### src/design/hpes_pkg.sv
// Shared types, command codes and the constant pulse pattern table of the
// haptic pulse envelope sequencer. No dependencies.
package hpes_pkg;

  localparam int LEVEL_W   = 8;
  localparam int ELAPSED_W = 10;
  localparam int PROD_W    = LEVEL_W + ELAPSED_W;

  localparam logic [ELAPSED_W-1:0] ELAPSED_MAX = 10'd1023;

  localparam logic [1:0] CMD_TICK  = 2'd0;
  localparam logic [1:0] CMD_START = 2'd1;
  localparam logic [1:0] CMD_STOP  = 2'd2;

  localparam logic [2:0] BEH_INVALID   = 3'd7;
  localparam logic [2:0] BEH_LAST_UP   = 3'd3;
  localparam logic [2:0] BEH_DOWN_BASE = 3'd3;

  localparam logic [0:0] REG_SPIN_FLOOR  = 1'd0;
  localparam logic [0:0] REG_BRAKE_LEVEL = 1'd1;

  typedef enum logic [5:0] {
    ST_IDLE      = 6'b000001,
    ST_RAMP_UP   = 6'b000010,
    ST_HOLD      = 6'b000100,
    ST_RAMP_DOWN = 6'b001000,
    ST_BRAKE     = 6'b010000,
    ST_GAP       = 6'b100000
  } stage_t;

  typedef struct packed {
    logic [2:0]                    count;
    logic [ELAPSED_W-1:0]          up_ms;
    logic [ELAPSED_W-1:0]          hold_ms;
    logic [ELAPSED_W-1:0]          down_ms;
    logic [ELAPSED_W-1:0]          brake_ms;
    logic [ELAPSED_W-1:0]          gap_ms;
    logic [7:0][LEVEL_W-1:0]       level;
  } shape_t;

  function automatic shape_t shape_of(input logic [1:0] rate);
    shape_t s;
    unique case (rate)
      2'd0: s = '{count: 3'd1, up_ms: 10'd100, hold_ms: 10'd400, down_ms: 10'd500,
                  brake_ms: 10'd0, gap_ms: 10'd0,
                  level: {8'd0, 8'd0, 8'd0, 8'd0, 8'd0, 8'd0, 8'd0, 8'd190}};
      2'd1: s = '{count: 3'd2, up_ms: 10'd200, hold_ms: 10'd300, down_ms: 10'd200,
                  brake_ms: 10'd0, gap_ms: 10'd300,
                  level: {8'd0, 8'd0, 8'd0, 8'd0, 8'd0, 8'd0, 8'd255, 8'd170}};
      2'd2: s = '{count: 3'd3, up_ms: 10'd200, hold_ms: 10'd400, down_ms: 10'd0,
                  brake_ms: 10'd30, gap_ms: 10'd260,
                  level: {8'd0, 8'd0, 8'd0, 8'd0, 8'd0, 8'd255, 8'd200, 8'd140}};
      2'd3: s = '{count: 3'd4, up_ms: 10'd0, hold_ms: 10'd350, down_ms: 10'd0,
                  brake_ms: 10'd30, gap_ms: 10'd180,
                  level: {8'd0, 8'd0, 8'd0, 8'd0, 8'd255, 8'd225, 8'd185, 8'd145}};
    endcase
    return s;
  endfunction

endpackage

### src/design/haptic_pulse_envelope_sequencer_unit.sv
// Haptic pulse envelope sequencer: stage sequencer around one shared
// multiply and divide unit. Depends on hpes_pkg and hpes_muldiv.
// Flow: stop, idle tick and rejected start go from idle to the done state and
// the output register; an accepted start passes the start state first; a
// playing tick visits the step state once per stage it passes (at most
// STEP_GUARD stages) and waits in the divide state when a ramp divide runs.
// One beat at a time: a new command is taken only in the idle state.
// Reset (synchronous): idle, nothing playing, both held levels 0, spin floor 60,
// brake_level 255.
module haptic_pulse_envelope_sequencer_unit #(
  parameter int STEP_GUARD = 8,
  parameter int MAX_PULSES = 4
) (
  input  logic       clk,
  input  logic       rst,
  input  logic       in_valid,
  output logic       in_ready,
  input  logic [1:0] cmd,
  input  logic [2:0] behavior,
  output logic       out_valid,
  input  logic       out_ready,
  output logic [7:0] fwd_level,
  output logic [7:0] rev_level,
  output logic       busy_res,
  output logic       accepted,
  input  logic       cfg_we,
  input  logic [0:0] cfg_index,
  input  logic [7:0] cfg_data
);

  localparam int CW = $clog2(MAX_PULSES + 1);
  localparam int GW = $clog2(STEP_GUARD + 1);
  localparam int LW = hpes_pkg::LEVEL_W;
  localparam int EW = hpes_pkg::ELAPSED_W;

  typedef enum logic [4:0] {
    C_IDLE  = 5'b00001,
    C_START = 5'b00010,
    C_STEP  = 5'b00100,
    C_DIV   = 5'b01000,
    C_DONE  = 5'b10000
  } ctl_t;

  ctl_t                 ctl;
  hpes_pkg::stage_t     stage;
  logic [1:0]           pattern_rate;
  logic                 going_up;
  logic [CW-1:0]        pulse_count_done;
  logic [LW-1:0]        target_level;
  logic [EW-1:0]        stage_elapsed;
  logic                 playing;
  logic [LW-1:0]        fwd_hold;
  logic [LW-1:0]        rev_hold;
  logic [GW-1:0]        guard;
  logic                 acc;
  logic [LW-1:0]        spin_floor;
  logic [LW-1:0]        brake_level;

  hpes_pkg::shape_t     sh;
  logic [CW-1:0]        n_pulses;
  logic                 pulses_left;
  logic [CW-1:0]        idx;
  logic [2:0]           idx_wide;
  logic [LW-1:0]        np_level;
  logic                 up_end, hold_end, down_end, brake_end, gap_end;
  logic                 step_live;
  logic                 md_start;
  logic                 md_done;
  logic [EW-1:0]        md_divisor;
  logic [LW-1:0]        md_quot;
  logic                 in_beat;
  logic                 start_ok;
  logic                 out_load;

  function automatic logic [LW-1:0] clamp_level(input logic [LW-1:0] v,
                                                input logic [LW-1:0] floor_v);
    logic [LW-1:0] r;
    if (v == '0) begin
      r = '0;
    end else if (v < floor_v) begin
      r = floor_v;
    end else begin
      r = v;
    end
    return r;
  endfunction

  assign sh          = hpes_pkg::shape_of(pattern_rate);
  assign n_pulses    = (int'(sh.count) < MAX_PULSES) ? CW'(sh.count) : CW'(MAX_PULSES);
  assign pulses_left = (pulse_count_done < n_pulses);
  assign idx         = going_up ? pulse_count_done
                                : (n_pulses - CW'(1) - pulse_count_done);
  assign idx_wide    = 3'(idx);
  assign np_level    = sh.level[idx_wide];

  assign up_end    = (sh.up_ms == '0)    || (stage_elapsed >= sh.up_ms);
  assign hold_end  = (sh.hold_ms == '0)  || (stage_elapsed >= sh.hold_ms);
  assign down_end  = (sh.down_ms == '0)  || (stage_elapsed >= sh.down_ms);
  assign brake_end = (sh.brake_ms == '0) || (stage_elapsed >= sh.brake_ms);
  assign gap_end   = (sh.gap_ms == '0)   || (stage_elapsed >= sh.gap_ms);

  assign step_live  = (ctl == C_STEP) && playing && (guard != GW'(STEP_GUARD));
  assign md_start   = step_live &&
                      (((stage == hpes_pkg::ST_RAMP_UP) && !up_end) ||
                       ((stage == hpes_pkg::ST_RAMP_DOWN) && !down_end));
  assign md_divisor = (stage == hpes_pkg::ST_RAMP_UP) ? sh.up_ms : sh.down_ms;

  assign in_ready = (ctl == C_IDLE);
  assign in_beat  = in_valid && in_ready;
  assign start_ok = (behavior != hpes_pkg::BEH_INVALID) && !playing;
  assign out_load = (ctl == C_DONE) && (!out_valid || out_ready);

  hpes_muldiv u_muldiv (
    .clk      (clk),
    .rst      (rst),
    .start    (md_start),
    .mult_a   (target_level),
    .mult_b   (stage_elapsed),
    .divisor  (md_divisor),
    .done     (md_done),
    .quotient (md_quot)
  );

  always_ff @(posedge clk) begin
    if (rst) begin
      spin_floor  <= 8'd60;
      brake_level <= 8'd255;
    end else if (cfg_we) begin
      unique case (cfg_index)
        hpes_pkg::REG_SPIN_FLOOR:  spin_floor  <= cfg_data;
        hpes_pkg::REG_BRAKE_LEVEL: brake_level <= cfg_data;
      endcase
    end
  end

  always_ff @(posedge clk) begin
    if (rst) begin
      ctl              <= C_IDLE;
      stage            <= hpes_pkg::ST_IDLE;
      pattern_rate     <= '0;
      going_up         <= 1'b1;
      pulse_count_done <= '0;
      target_level     <= '0;
      stage_elapsed    <= '0;
      playing          <= 1'b0;
      fwd_hold         <= '0;
      rev_hold         <= '0;
      guard            <= '0;
      acc              <= 1'b0;
      out_valid        <= 1'b0;
    end else begin
      if (out_load) begin
        out_valid <= 1'b1;
      end else if (out_ready) begin
        out_valid <= 1'b0;
      end
      unique case (ctl)
        C_IDLE: begin
          if (in_beat) begin
            acc   <= (cmd == hpes_pkg::CMD_START) && start_ok;
            guard <= '0;
            unique case (cmd)
              hpes_pkg::CMD_TICK: begin
                if (playing) begin
                  if (stage_elapsed < hpes_pkg::ELAPSED_MAX) begin
                    stage_elapsed <= stage_elapsed + EW'(1);
                  end
                  ctl <= C_STEP;
                end else begin
                  ctl <= C_DONE;
                end
              end
              hpes_pkg::CMD_START: begin
                if (start_ok) begin
                  if (behavior <= hpes_pkg::BEH_LAST_UP) begin
                    pattern_rate <= behavior[1:0];
                    going_up     <= 1'b1;
                  end else begin
                    pattern_rate <= 2'(behavior - hpes_pkg::BEH_DOWN_BASE);
                    going_up     <= 1'b0;
                  end
                  pulse_count_done <= '0;
                  playing          <= 1'b1;
                  ctl              <= C_START;
                end else begin
                  ctl <= C_DONE;
                end
              end
              hpes_pkg::CMD_STOP: begin
                fwd_hold <= '0;
                rev_hold <= '0;
                playing  <= 1'b0;
                stage    <= hpes_pkg::ST_IDLE;
                ctl      <= C_DONE;
              end
              default: begin
                // An unused command code just repeats the held levels.
                ctl <= C_DONE;
              end
            endcase
          end
        end
        C_START: begin
          if (!pulses_left) begin
            fwd_hold <= '0;
            rev_hold <= '0;
            playing  <= 1'b0;
            stage    <= hpes_pkg::ST_IDLE;
          end else begin
            target_level     <= clamp_level(np_level, spin_floor);
            pulse_count_done <= pulse_count_done + CW'(1);
            fwd_hold         <= '0;
            rev_hold         <= '0;
            stage            <= hpes_pkg::ST_RAMP_UP;
            stage_elapsed    <= '0;
          end
          ctl <= C_DONE;
        end
        C_STEP: begin
          if (!step_live) begin
            ctl <= C_DONE;
          end else begin
            guard <= guard + GW'(1);
            unique case (stage)
              hpes_pkg::ST_RAMP_UP: begin
                if (up_end) begin
                  fwd_hold      <= clamp_level(target_level, spin_floor);
                  rev_hold      <= '0;
                  stage         <= hpes_pkg::ST_HOLD;
                  stage_elapsed <= '0;
                end else begin
                  ctl <= C_DIV;
                end
              end
              hpes_pkg::ST_HOLD: begin
                fwd_hold <= clamp_level(target_level, spin_floor);
                rev_hold <= '0;
                if (hold_end) begin
                  stage         <= hpes_pkg::ST_RAMP_DOWN;
                  stage_elapsed <= '0;
                end else begin
                  ctl <= C_DONE;
                end
              end
              hpes_pkg::ST_RAMP_DOWN: begin
                if (down_end) begin
                  fwd_hold      <= '0;
                  rev_hold      <= '0;
                  stage         <= hpes_pkg::ST_BRAKE;
                  stage_elapsed <= '0;
                end else begin
                  ctl <= C_DIV;
                end
              end
              hpes_pkg::ST_BRAKE: begin
                if (brake_end) begin
                  fwd_hold      <= '0;
                  rev_hold      <= '0;
                  stage         <= hpes_pkg::ST_GAP;
                  stage_elapsed <= '0;
                end else begin
                  fwd_hold <= '0;
                  rev_hold <= brake_level;
                  ctl      <= C_DONE;
                end
              end
              hpes_pkg::ST_GAP: begin
                if (!pulses_left) begin
                  fwd_hold <= '0;
                  rev_hold <= '0;
                  playing  <= 1'b0;
                  stage    <= hpes_pkg::ST_IDLE;
                end else if (gap_end) begin
                  target_level     <= clamp_level(np_level, spin_floor);
                  pulse_count_done <= pulse_count_done + CW'(1);
                  fwd_hold         <= '0;
                  rev_hold         <= '0;
                  stage            <= hpes_pkg::ST_RAMP_UP;
                  stage_elapsed    <= '0;
                end else begin
                  ctl <= C_DONE;
                end
              end
              default: begin
                // A playing pattern sitting in the idle stage ends here.
                fwd_hold <= '0;
                rev_hold <= '0;
                playing  <= 1'b0;
                stage    <= hpes_pkg::ST_IDLE;
              end
            endcase
          end
        end
        C_DIV: begin
          if (md_done) begin
            rev_hold <= '0;
            if (stage == hpes_pkg::ST_RAMP_UP) begin
              fwd_hold <= clamp_level(md_quot, spin_floor);
            end else begin
              // The quotient never exceeds the target, so this stays positive
              // or is zero for a zero target.
              fwd_hold <= clamp_level(target_level - md_quot, spin_floor);
            end
            ctl <= C_DONE;
          end
        end
        C_DONE: begin
          if (out_load) begin
            ctl <= C_IDLE;
          end
        end
        default: ctl <= C_IDLE;
      endcase
    end
  end

  always_ff @(posedge clk) begin
    if (out_load) begin
      fwd_level <= fwd_hold;
      rev_level <= rev_hold;
      busy_res  <= playing;
      accepted  <= acc;
    end
  end

endmodule

### src/design/hpes_muldiv.sv
// Shared ramp arithmetic unit: a registered multiply on start, then a restoring
// divide that retires one quotient bit per cycle. Depends on hpes_pkg.
module hpes_muldiv (
  input  logic                            clk,
  input  logic                            rst,
  input  logic                            start,
  input  logic [hpes_pkg::LEVEL_W-1:0]    mult_a,
  input  logic [hpes_pkg::ELAPSED_W-1:0]  mult_b,
  input  logic [hpes_pkg::ELAPSED_W-1:0]  divisor,
  output logic                            done,
  output logic [hpes_pkg::LEVEL_W-1:0]    quotient
);

  localparam int QW = hpes_pkg::LEVEL_W;
  localparam int PW = hpes_pkg::PROD_W;
  localparam int NW = $clog2(QW);

  logic [PW-1:0] rem;
  logic [PW-1:0] dsh;
  logic [NW-1:0] cnt;
  logic          busy;
  logic          fits;

  // The quotient is known to stay below 2**QW, so the divisor starts
  // aligned under the top quotient bit.
  assign fits = (rem >= dsh);

  always_ff @(posedge clk) begin
    if (rst) begin
      busy <= 1'b0;
      done <= 1'b0;
    end else begin
      done <= 1'b0;
      if (start) begin
        busy <= 1'b1;
        cnt  <= NW'(QW - 1);
      end else if (busy) begin
        cnt <= cnt - NW'(1);
        if (cnt == '0) begin
          busy <= 1'b0;
          done <= 1'b1;
        end
      end
    end
  end

  always_ff @(posedge clk) begin
    if (start) begin
      rem      <= PW'(mult_a) * PW'(mult_b);
      dsh      <= PW'({divisor, {(QW-1){1'b0}}});
      quotient <= '0;
    end else if (busy) begin
      if (fits) begin
        rem <= rem - dsh;
      end
      quotient <= {quotient[QW-2:0], fits};
      dsh      <= dsh >> 1;
    end
  end

endmodule
### config.mk
export PLATFORM = sky130hd
export DESIGN_NAME = haptic_pulse_envelope_sequencer_unit
export DESIGN_NICKNAME = d
export VERILOG_FILES = /design/src/design/hpes_pkg.sv /design/src/design/haptic_pulse_envelope_sequencer_unit.sv /design/src/design/hpes_muldiv.sv
export SDC_FILE = /design/constraint.sdc
export NUM_CORES = 1
export LEC_CHECK = 0
export BUFFER_PORTS_ARGS = -buffer_cell sky130_fd_sc_hd__buf_2
export CORE_MARGIN = 8
export CORE_UTILIZATION = 65
export CTS_BUF_LIST = sky130_fd_sc_hd__clkbuf_4
export DETAILED_ROUTE_END_ITERATION = 7
export GPL_ROUTABILITY_DRIVEN = 0
export GPL_TIMING_DRIVEN = 0
export PLACE_DENSITY_LB_ADDON = 0.15
export SETUP_SLACK_MARGIN = 0.5
export SYNTH_ARGS = -nofsm -noshare
export SYNTH_HDL_FRONTEND = slang
export SYNTH_HIERARCHICAL = 1
export SYNTH_SLANG_ARGS = --single-unit
### constraint.sdc
create_clock -name clk -period 13.1 [get_ports clk]
set_input_delay 1.31 -clock clk [delete_from_list [all_inputs] [get_ports clk]]
set_output_delay 1.31 -clock clk [all_outputs]
set_load 0.01 [all_outputs]
==> results of run 1 <==
layer usage:
| layer | up-vias | global-route usage (%) |
|---|---|---|
| met3 | 66 | 4.42 |
| li1 | 4930 | - |
| met1 | 4938 | 35.6 |
| met2 | 389 | 42.9 |
| met5 | - | 0 |
| met4 | 0 | 9.25 |
cell families after synthesis:
logic type	count (synthesis)	share of synthesized area, %
buffers and inverters	169	5.50
AOI/OAI and AO/OA	315	18.3
adders and majority gates	187	22.9
other	1	0.0316
and+or+nand+nor	461	20.6
xor gates and xnor gates	35	2.58
muxes	28	2.37
DFF	140	27.7
power groups by stage:
stage	Clock [mW]	Sequential [mW]	Combinational, mW
after floorplan	0	0.505	0.185
after global placement	0	0.520	0.241
after detailed placement	0	0.521	0.248
after CTS	0.319	0.511	0.250
after global routing	0.333	0.516	0.285
final	0.314	0.512	0.255
through the flow:
step | utilization (%) | hold slack, ns
2_1_floorplan | - | 0.402
3_3_place_gp | 68.8 | 0.411
3_5_place_dp | 69.0 | 0.413
4_1_cts | 70.7 | 0.437
5_1_grt | 70.7 | 0.451
6_report | 70.7 | 0.436
cells in the final DEF, fill, tap and decap left out, types with 18 or more instances in the layout:
cell type,Yosys,layout
ha_1,136,136
clkbuf_1,25,25
o21ai_0,58,58
o211ai_1,23,23
nor3_1,27,27
xnor2_1,18,18
dfxtp_1,91,91
fa_1,51,51
nor2_1,78,78
nand2_1,100,100
a21oi_1,73,73
nand3_1,60,60
buf_2,3,41
inv_1,133,133
and2_1,75,75
edfxtp_1,49,49
mux2i_1,27,27
a21o_1,21,21
worst min-delay path by stage:
| stage | from | end | slack, ns |
|---|---|---|---|
| after floorplan | rev_hold[0] | rev_level[0] | 0.40 |
| after global placement | rev_hold[7] | rev_level[7] | 0.41 |
| after detailed placement | rev_hold[4] | rev_level[4] | 0.41 |
| after CTS | rev_hold[6] | rev_level[6] | 0.44 |
| after global routing | rev_hold[4] | rev_level[4] | 0.45 |
| final | rev_hold[6] | rev_level[6] | 0.44 |
cell usage after synthesis (6+ instances only):
| cell | count |
|---|---|
| ha_1 | 136 |
| inv_1 | 133 |
| nand2_1 | 100 |
| dfxtp_1 | 91 |
| nor2_1 | 78 |
| and2_1 | 75 |
| a21oi_1 | 73 |
| nand3_1 | 60 |
| o21ai_0 | 58 |
| fa_1 | 51 |
| edfxtp_1 | 49 |
| mux2i_1 | 27 |
| nor3_1 | 27 |
| clkbuf_1 | 25 |
| o211ai_1 | 23 |
| a21o_1 | 21 |
| xnor2_1 | 18 |
| nand2b_1 | 17 |
| nand4_1 | 17 |
| xor2_1 | 17 |
| nor2b_1 | 16 |
| or3_1 | 13 |
| a211oi_1 | 12 |
| a31oi_1 | 12 |
| or4_1 | 12 |
| o21a_1 | 11 |
| a22o_1 | 9 |
| a311oi_1 | 9 |
| o2111ai_1 | 9 |
| a222oi_1 | 8 |
| nor4_1 | 8 |
| o21bai_1 | 8 |
| o311ai_1 | 8 |
| and3_1 | 6 |
| nand3b_1 | 6 |
| o31ai_1 | 6 |
flip-flops by register name (all words and copies together) (netlist names), 5 cells and up:
signal	count
ctl	5
u_muldiv/dsh	17
u_muldiv/rem	18
fwd_level	8
u_muldiv/quotient	8
stage_elapsed	10
rev_level	8
target_level	8
stage	6
brake_level	8
rev_hold	8
fwd_hold	8
spin_floor	8
final cells by class:
| cell class | count | area, µm² |
|---|---|---|
| multi-input cells | 1029 | 7950 |
| clock inverters | 15 | 184 |
| fillers | 1436 | 5260 |
| clock buffers | 17 | 128 |
| well taps | 229 | 287 |
| inverters | 135 | 507 |
| diodes | 1 | 2.50 |
| repair buffers | 39 | 205 |
| plain buffers | 34 | 146 |
| flip-flops and latches | 140 | 3290 |
==> flow_results.xml, run 1 <==
<?xml version="1.0" encoding="UTF-8"?>
<metrics>
  <group name="detailed_routing">
    <metric name="met2_wirelength" unit="µm">13900</metric>
    <metric name="routed_met1_length" unit="µm">13300</metric>
    <metric name="drc" unit="">0</metric>
    <metric name="top_layer_used" unit="">met4</metric>
    <metric name="wire_per_inst" unit="µm">18.3</metric>
    <metric name="count_of_vias_placed_by_the_detailed_router" unit="">10300</metric>
    <metric name="dr.pass1.iters" unit="">7</metric>
    <metric name="detailedRoute.firstIterationViolations" unit="">953</metric>
    <metric name="met3WireLength" unit="µm">2170</metric>
    <metric name="drt-total-wl" unit="µm">30000</metric>
    <metric name="route.antenna.remaining_nets" unit="">0</metric>
    <metric name="detail_route.vias_per_cell" unit="">6.30</metric>
  </group>
  <group name="timing">
    <metric name="maxSlewHeadroom" unit="%">31.0</metric>
    <metric name="worstMarginPinSlew" unit="ns">1.03</metric>
    <metric name="clock-skew-final" unit="ns">0.0223</metric>
    <metric name="timing.setup.tns" unit="ns">0</metric>
    <metric name="setup_viol" unit="">0</metric>
    <metric name="setup_slack" unit="ns">7.91</metric>
    <metric name="clock.fmax" unit="MHz">193</metric>
    <metric name="timing_max_transition_violations_final" unit="">0</metric>
    <metric name="timing.final.hold_violations" unit="">0</metric>
    <metric name="min_period_over_period" unit="%">39.6</metric>
    <metric name="grt_setup_unrepaired" unit="">false</metric>
    <metric name="post-route-min-period" unit="ns">5.19</metric>
  </group>
  <group name="place">
    <metric name="hpwl" unit="µm">22900</metric>
    <metric name="port_buffers" unit="">38</metric>
    <metric name="placed_cells_incl_taps" unit="">1606</metric>
    <metric name="placement_stage_cell_area" unit="µm²">12400</metric>
    <metric name="place_ws" unit="ns">7.91</metric>
  </group>
  <group name="clocking">
    <metric name="postCtsResizedCells" unit="">0</metric>
    <metric name="holdBufCountCts" unit="">0</metric>
    <metric name="cts_tree" unit="">yes</metric>
    <metric name="htreeDepth" unit="">4</metric>
    <metric name="cts_buffers" unit="">17</metric>
    <metric name="clock_path_buffers" unit="">2</metric>
    <metric name="cts.reportedPaths.clkPinSlew" unit="ns">0.13</metric>
    <metric name="clock_sinks" unit="">140</metric>
    <metric name="clock_tree.root_cell" unit="">clkbuf_4</metric>
    <metric name="clock_latency" unit="ns">0.56</metric>
    <metric name="postCtsSetupRepairBufs" unit="">0</metric>
  </group>
  <group name="worst_setup_path">
    <metric name="path_cells" unit="">nand2_1 &gt; fa_1 &gt; fa_1 &gt; inv_1 &gt; fa_1 &gt; inv_1 &gt; fa_1 &gt; inv_1 &gt; ha_1 &gt; or4_1 &gt; o22ai_1 &gt; o21bai_1 &gt; xnor2_1 &gt; mux2i_1</metric>
    <metric name="crit_path_end" unit="">u_muldiv/rem[13]</metric>
    <metric name="crit-reg2reg-capture" unit="">u_muldiv/rem[13]</metric>
    <metric name="critical_path.startpoint" unit="">target_level[6]</metric>
    <metric name="crit_top_cell" unit="">fa_1</metric>
    <metric name="crit_path_top_delay_cell" unit="">dfxtp_1</metric>
    <metric name="critical_path_required_time" unit="ns">13.39</metric>
    <metric name="regToRegSetupSlack" unit="ns">7.91</metric>
    <metric name="cp.buffers_inverters" unit="">3</metric>
    <metric name="crit-reg2reg-launch" unit="">target_level[6]</metric>
    <metric name="timing.reg2reg.worst_path_depth" unit="">14</metric>
    <metric name="worst-endpoint-arrival" unit="ns">5.48</metric>
    <metric name="critical_path_peak_fanout" unit="">15</metric>
    <metric name="critical_path.max_stage_delay" unit="ns">0.85</metric>
    <metric name="timing.critical_path.depth" unit="">14</metric>
    <metric name="top_family_by_delay_on_critical_path" unit="">adder cells</metric>
    <metric name="critical_path.startpoint_type" unit="">flip-flop</metric>
    <metric name="worstSetupPathType" unit="">flip-flop to flip-flop</metric>
    <metric name="end_kind" unit="">flip-flop</metric>
  </group>
  <group name="synthesis">
    <metric name="part_of_the_yosys_area_used_for_sequential_elements" unit="%">27.7</metric>
    <metric name="synth.distinct_cells" unit="">86</metric>
    <metric name="synth_top_cell_area_share" unit="%">15.3</metric>
    <metric name="synth_enable_flop_cells" unit="">49</metric>
    <metric name="synth.cell_area" unit="µm²">11900</metric>
    <metric name="syn-mean-instance-area" unit="µm²">8.89</metric>
    <metric name="synth-main-ff-cell" unit="">dfxtp_1</metric>
    <metric name="yosysWarningCount" unit="">6</metric>
    <metric name="synth_cells" unit="">1336</metric>
    <metric name="netlist_top_cells_area" unit="">dfxtp_1, ha_1, edfxtp_1</metric>
    <metric name="synth.ff_latch_count" unit="">140</metric>
    <metric name="synth_top_cell_by_area" unit="">dfxtp_1</metric>
    <metric name="synth_async_sr_flop_share" unit="%">0</metric>
  </group>
  <group name="floorplanning">
    <metric name="num_rows" unit="">49</metric>
    <metric name="fp.dieH" unit="µm">151</metric>
    <metric name="initial_utilization" unit="%">66.1</metric>
    <metric name="fp.dieW" unit="µm">151</metric>
    <metric name="area_of_the_die" unit="µm²">22900</metric>
    <metric name="core" unit="µm²">18000</metric>
    <metric name="ios" unit="">39</metric>
  </group>
  <group name="cells_and_area">
    <metric name="fraction_of_layout_instances_using_a_drive_strength_above_1" unit="%">7.52</metric>
    <metric name="area.growth.synth_to_final" unit="%">6.90</metric>
    <metric name="layout.cells.non_filler" unit="">1639</metric>
    <metric name="final_cell_area" unit="µm²">12700</metric>
    <metric name="final_net_count" unit="">1602</metric>
  </group>
  <group name="global_routing">
    <metric name="initial_antenna_violation_count" unit="">1</metric>
    <metric name="grt_overflow_total" unit="">0</metric>
    <metric name="global_route_wire_length_before_repair" unit="µm">48900</metric>
    <metric name="grt_pass1_vias" unit="">9987</metric>
    <metric name="pin_count_of_the_biggest_net_entering_global_routing" unit="">19</metric>
    <metric name="track_usage" unit="%">26.7</metric>
  </group>
  <group name="power_and_ir_drop">
    <metric name="combinational_fraction_of_design_power" unit="%">23.6</metric>
    <metric name="power_frac_seq" unit="%">47.4</metric>
    <metric name="vdd_ir_drop_max" unit="mV">0.0734</metric>
    <metric name="netSwitchingPower" unit="µW">378</metric>
    <metric name="power_report.internal_total" unit="µW">703</metric>
    <metric name="power_frac_clock" unit="%">29.0</metric>
    <metric name="power-per-cell-area" unit="nW/µm²">85.1</metric>
    <metric name="power.total" unit="mW">1.08</metric>
    <metric name="netSwitchingFraction" unit="%">35.0</metric>
    <metric name="total_leakage_power" unit="nW">5.51</metric>
  </group>
  <group name="hold_path">
    <metric name="whs_path_depth" unit="">0</metric>
    <metric name="tightest_hold_check_type" unit="">flip-flop to flip-flop</metric>
  </group>
  <group name="flow_run">
    <metric name="cap_viol_max_count" unit="">0</metric>
  </group>
  <group name="status">
    <metric name="run_status" unit="">complete, no violations</metric>
  </group>
</metrics>
(Power assumes the default switching activity.)
==> run 2, diff against run 1 <==
==> constraint.sdc (replaced) <==
create_clock -name clk -period 5.01 [get_ports clk]
set_input_delay 0.501 -clock clk [delete_from_list [all_inputs] [get_ports clk]]
set_output_delay 0.501 -clock clk [all_outputs]
set_load 0.01 [all_outputs]
==> run 2 against run 1 <==
- count of clock-buffer cells in the layout unchanged
- critical endpoint unchanged
- die area is the same
- clock power grew to 2.6 times the previous value
- first-iteration DRC count up 8.7%
- largest power group unchanged
==> flow_results.xml, run 2 (synthesis gave the netlist of run 1 again) <==
<?xml version="1.0" encoding="UTF-8"?>
<metrics>
  <group name="worst_setup_path">
    <metric name="regToRegSetupSlack" unit="ns">0.57</metric>
    <metric name="critical_path_required_time" unit="ns">5.31</metric>
    <metric name="path_cells" unit="">and2_1 &gt; fa_1 &gt; fa_1 &gt; fa_1 &gt; inv_1 &gt; fa_1 &gt; inv_1 &gt; ha_4 &gt; or4_4 &gt; o22ai_4 &gt; o21bai_1 &gt; xnor2_1 &gt; mux2i_1</metric>
    <metric name="crit-reg2reg-capture" unit="">u_muldiv/rem[13]</metric>
    <metric name="critical_path.startpoint_type" unit="">flip-flop</metric>
    <metric name="critical_path_peak_fanout" unit="">8</metric>
    <metric name="crit_path_top_delay_cell" unit="">fa_1</metric>
    <metric name="crit-reg2reg-launch" unit="">target_level[4]</metric>
    <metric name="crit_top_cell" unit="">fa_1</metric>
    <metric name="worstSetupPathType" unit="">flip-flop to flip-flop</metric>
    <metric name="timing.reg2reg.worst_path_depth" unit="">13</metric>
    <metric name="worst-endpoint-arrival" unit="ns">4.74</metric>
    <metric name="end_kind" unit="">flip-flop</metric>
    <metric name="critical_path.max_stage_delay" unit="ns">0.55</metric>
    <metric name="cp.buffers_inverters" unit="">2</metric>
    <metric name="top_family_by_delay_on_critical_path" unit="">adder cells</metric>
    <metric name="timing.critical_path.depth" unit="">13</metric>
  </group>
  <group name="clocking">
    <metric name="holdBufCountCts" unit="">0</metric>
    <metric name="clock_latency" unit="ns">0.57</metric>
    <metric name="cts_buffers" unit="">17</metric>
    <metric name="htreeDepth" unit="">4</metric>
    <metric name="clock_tree.root_cell" unit="">clkbuf_4</metric>
    <metric name="cts.reportedPaths.clkPinSlew" unit="ns">0.14</metric>
    <metric name="clock_path_buffers" unit="">2</metric>
    <metric name="cts_tree" unit="">yes</metric>
    <metric name="clock_sinks" unit="">140</metric>
  </group>
  <group name="global_routing">
    <metric name="initial_antenna_violation_count" unit="">2</metric>
    <metric name="global_route_wire_length_before_repair" unit="µm">49800</metric>
    <metric name="pin_count_of_the_biggest_net_entering_global_routing" unit="">19</metric>
    <metric name="track_usage" unit="%">27.3</metric>
    <metric name="grt_overflow_total" unit="">0</metric>
    <metric name="grt_pass1_vias" unit="">10100</metric>
  </group>
  <group name="power_and_ir_drop">
    <metric name="netSwitchingPower" unit="mW">1.01</metric>
    <metric name="power_frac_clock" unit="%">28.6</metric>
    <metric name="power_report.internal_total" unit="mW">1.88</metric>
    <metric name="vdd_ir_drop_max" unit="mV">0.192</metric>
    <metric name="combinational_fraction_of_design_power" unit="%">25.9</metric>
    <metric name="total_leakage_power" unit="nW">5.67</metric>
    <metric name="netSwitchingFraction" unit="%">35.0</metric>
    <metric name="power-per-cell-area" unit="nW/µm²">219</metric>
    <metric name="power_frac_seq" unit="%">45.5</metric>
  </group>
  <group name="cells_and_area">
    <metric name="final_cell_area" unit="µm²">13200</metric>
    <metric name="layout.cells.non_filler" unit="">1670</metric>
    <metric name="commonest_cells_after_routing_fill_and_taps_aside" unit="">inv_1, ha_1, nand2_1</metric>
    <metric name="layout_commonest_cell" unit="">inv_1</metric>
    <metric name="final_net_count" unit="">1633</metric>
    <metric name="registers_with_the_highest_flip_flop_counts" unit="">u_muldiv/rem x18, u_muldiv/dsh x17, stage_elapsed x10</metric>
    <metric name="area.growth.synth_to_final" unit="%">10.8</metric>
    <metric name="largest_register" unit="">u_muldiv/rem</metric>
    <metric name="largest_register_ff_count" unit="">18</metric>
    <metric name="fillerInstances" unit="">1374</metric>
    <metric name="fraction_of_layout_instances_using_a_drive_strength_above_1" unit="%">12.7</metric>
  </group>
  <group name="timing">
    <metric name="timing.final.hold_violations" unit="">0</metric>
    <metric name="clock.fmax" unit="MHz">225</metric>
    <metric name="post-route-min-period" unit="ns">4.44</metric>
    <metric name="min_period_over_period" unit="%">88.7</metric>
    <metric name="timing.setup.tns" unit="ns">0</metric>
    <metric name="timing_max_transition_violations_final" unit="">0</metric>
    <metric name="setup_viol" unit="">0</metric>
    <metric name="maxSlewHeadroom" unit="%">31.5</metric>
    <metric name="clock-skew-final" unit="ns">0.0224</metric>
    <metric name="worstMarginPinSlew" unit="ns">1.02</metric>
    <metric name="grt_setup_unrepaired" unit="">true</metric>
  </group>
  <group name="detailed_routing">
    <metric name="wire_per_inst" unit="µm">18.8</metric>
    <metric name="detail_route.vias_per_cell" unit="">6.30</metric>
    <metric name="drc" unit="">0</metric>
    <metric name="detailedRoute.firstIterationViolations" unit="">1036</metric>
    <metric name="dr.pass1.iters" unit="">7</metric>
    <metric name="route.antenna.remaining_nets" unit="">0</metric>
    <metric name="drt-total-wl" unit="µm">31400</metric>
    <metric name="count_of_vias_placed_by_the_detailed_router" unit="">10500</metric>
  </group>
  <group name="hold_path">
    <metric name="whs_path_depth" unit="">2</metric>
    <metric name="holdCritStartpoint" unit="">rst</metric>
    <metric name="tightest_hold_check_type" unit="">input pin to flip-flop</metric>
    <metric name="min_to" unit="">u_muldiv/busy</metric>
  </group>
  <group name="floorplanning">
    <metric name="core" unit="µm²">18000</metric>
    <metric name="ios" unit="">39</metric>
    <metric name="fp.dieH" unit="µm">151</metric>
    <metric name="initial_utilization" unit="%">66.1</metric>
    <metric name="area_of_the_die" unit="µm²">22900</metric>
    <metric name="num_rows" unit="">49</metric>
    <metric name="fp.dieW" unit="µm">151</metric>
  </group>
  <group name="place">
    <metric name="port_buffers" unit="">38</metric>
    <metric name="placement_stage_cell_area" unit="µm²">12400</metric>
    <metric name="hpwl" unit="µm">22900</metric>
    <metric name="placed_cells_incl_taps" unit="">1606</metric>
  </group>
  <group name="flow_run">
    <metric name="cap_viol_max_count" unit="">0</metric>
  </group>
  <group name="status">
    <metric name="run_status" unit="">complete, no violations</metric>
  </group>
</metrics>
[run 2: final cells by class]
type / count / area [µm²] / share of cell area, %
buffer: 34 / 149 / 1.13
inverter: 135 / 507 / 3.85
sequential: 140 / 3350 / 25.5
clock buffer: 17 / 128 / 0.970
multi-input combinational: 1029 / 8110 / 61.6
antenna: 1 / 2.50 / 0.0190
tap: 229 / 287 / 2.18
timing repair buffer: 70 / 442 / 3.36
clock inverter: 15 / 184 / 1.40
[run 2: what timing repair did]
| item | 4_1_cts | 5_1_grt |
|---|---|---|
| gates cloned | 0 | 0 |
| pin swaps | 1 | 18 |
| gates resized for setup | 32 | 39 |
| endpoints found under the hold margin | 0 | 0 |
| buffers inserted | 21 | 10 |
| setup endpoints to repair | 31 | 53 |
[run 2: power groups by stage]
stage | Sequential, mW | Combinational [mW] | Clock [mW]
CTS | 1.33 | 0.694 | 0.834
floorplan | 1.32 | 0.483 | 0
global route | 1.32 | 0.827 | 0.872
finish | 1.31 | 0.746 | 0.824
detailed placement | 1.36 | 0.652 | 0
global placement | 1.36 | 0.633 | 0
[run 2: worst max path at each step]
stage                      from          endpoint  slack, ns
6_report        target_level[4]  u_muldiv/rem[13]       0.57
5_1_grt         target_level[4]  u_muldiv/rem[13]       0.46
4_1_cts        stage_elapsed[4]  u_muldiv/rem[13]       0.45
3_5_place_dp    target_level[7]  u_muldiv/rem[13]      -0.18
3_3_place_gp    target_level[6]  u_muldiv/rem[13]      -0.08
2_1_floorplan   target_level[7]  u_muldiv/rem[15]       0.58
[run 2: metal layers]
layer	wire [µm]	vias to the layer above	part of all wire [%]	GRT usage, %
met4	716	2	2.3	10.0
met1	13700	5074	44	36.4
met5	13	-	0.041	0
li1	-	5001	-	-
met2	14800	378	47	43.9
met3	2200	68	7.0	4.06
[run 2: stage by stage]
stage | setup slack [ns] | hold slack (ns) | total power [mW] | utilization, %
floorplan | 0.579 | 0.402 | 1.81 | -
global placement | -0.0834 | 0.411 | 1.99 | 68.8
detailed placement | -0.184 | 0.413 | 2.02 | 69.0
CTS | 0.445 | 0.0950 | 2.85 | 72.0
global route | 0.465 | 0.121 | 3.02 | 73.3
finish | 0.568 | 0.137 | 2.88 | 73.3
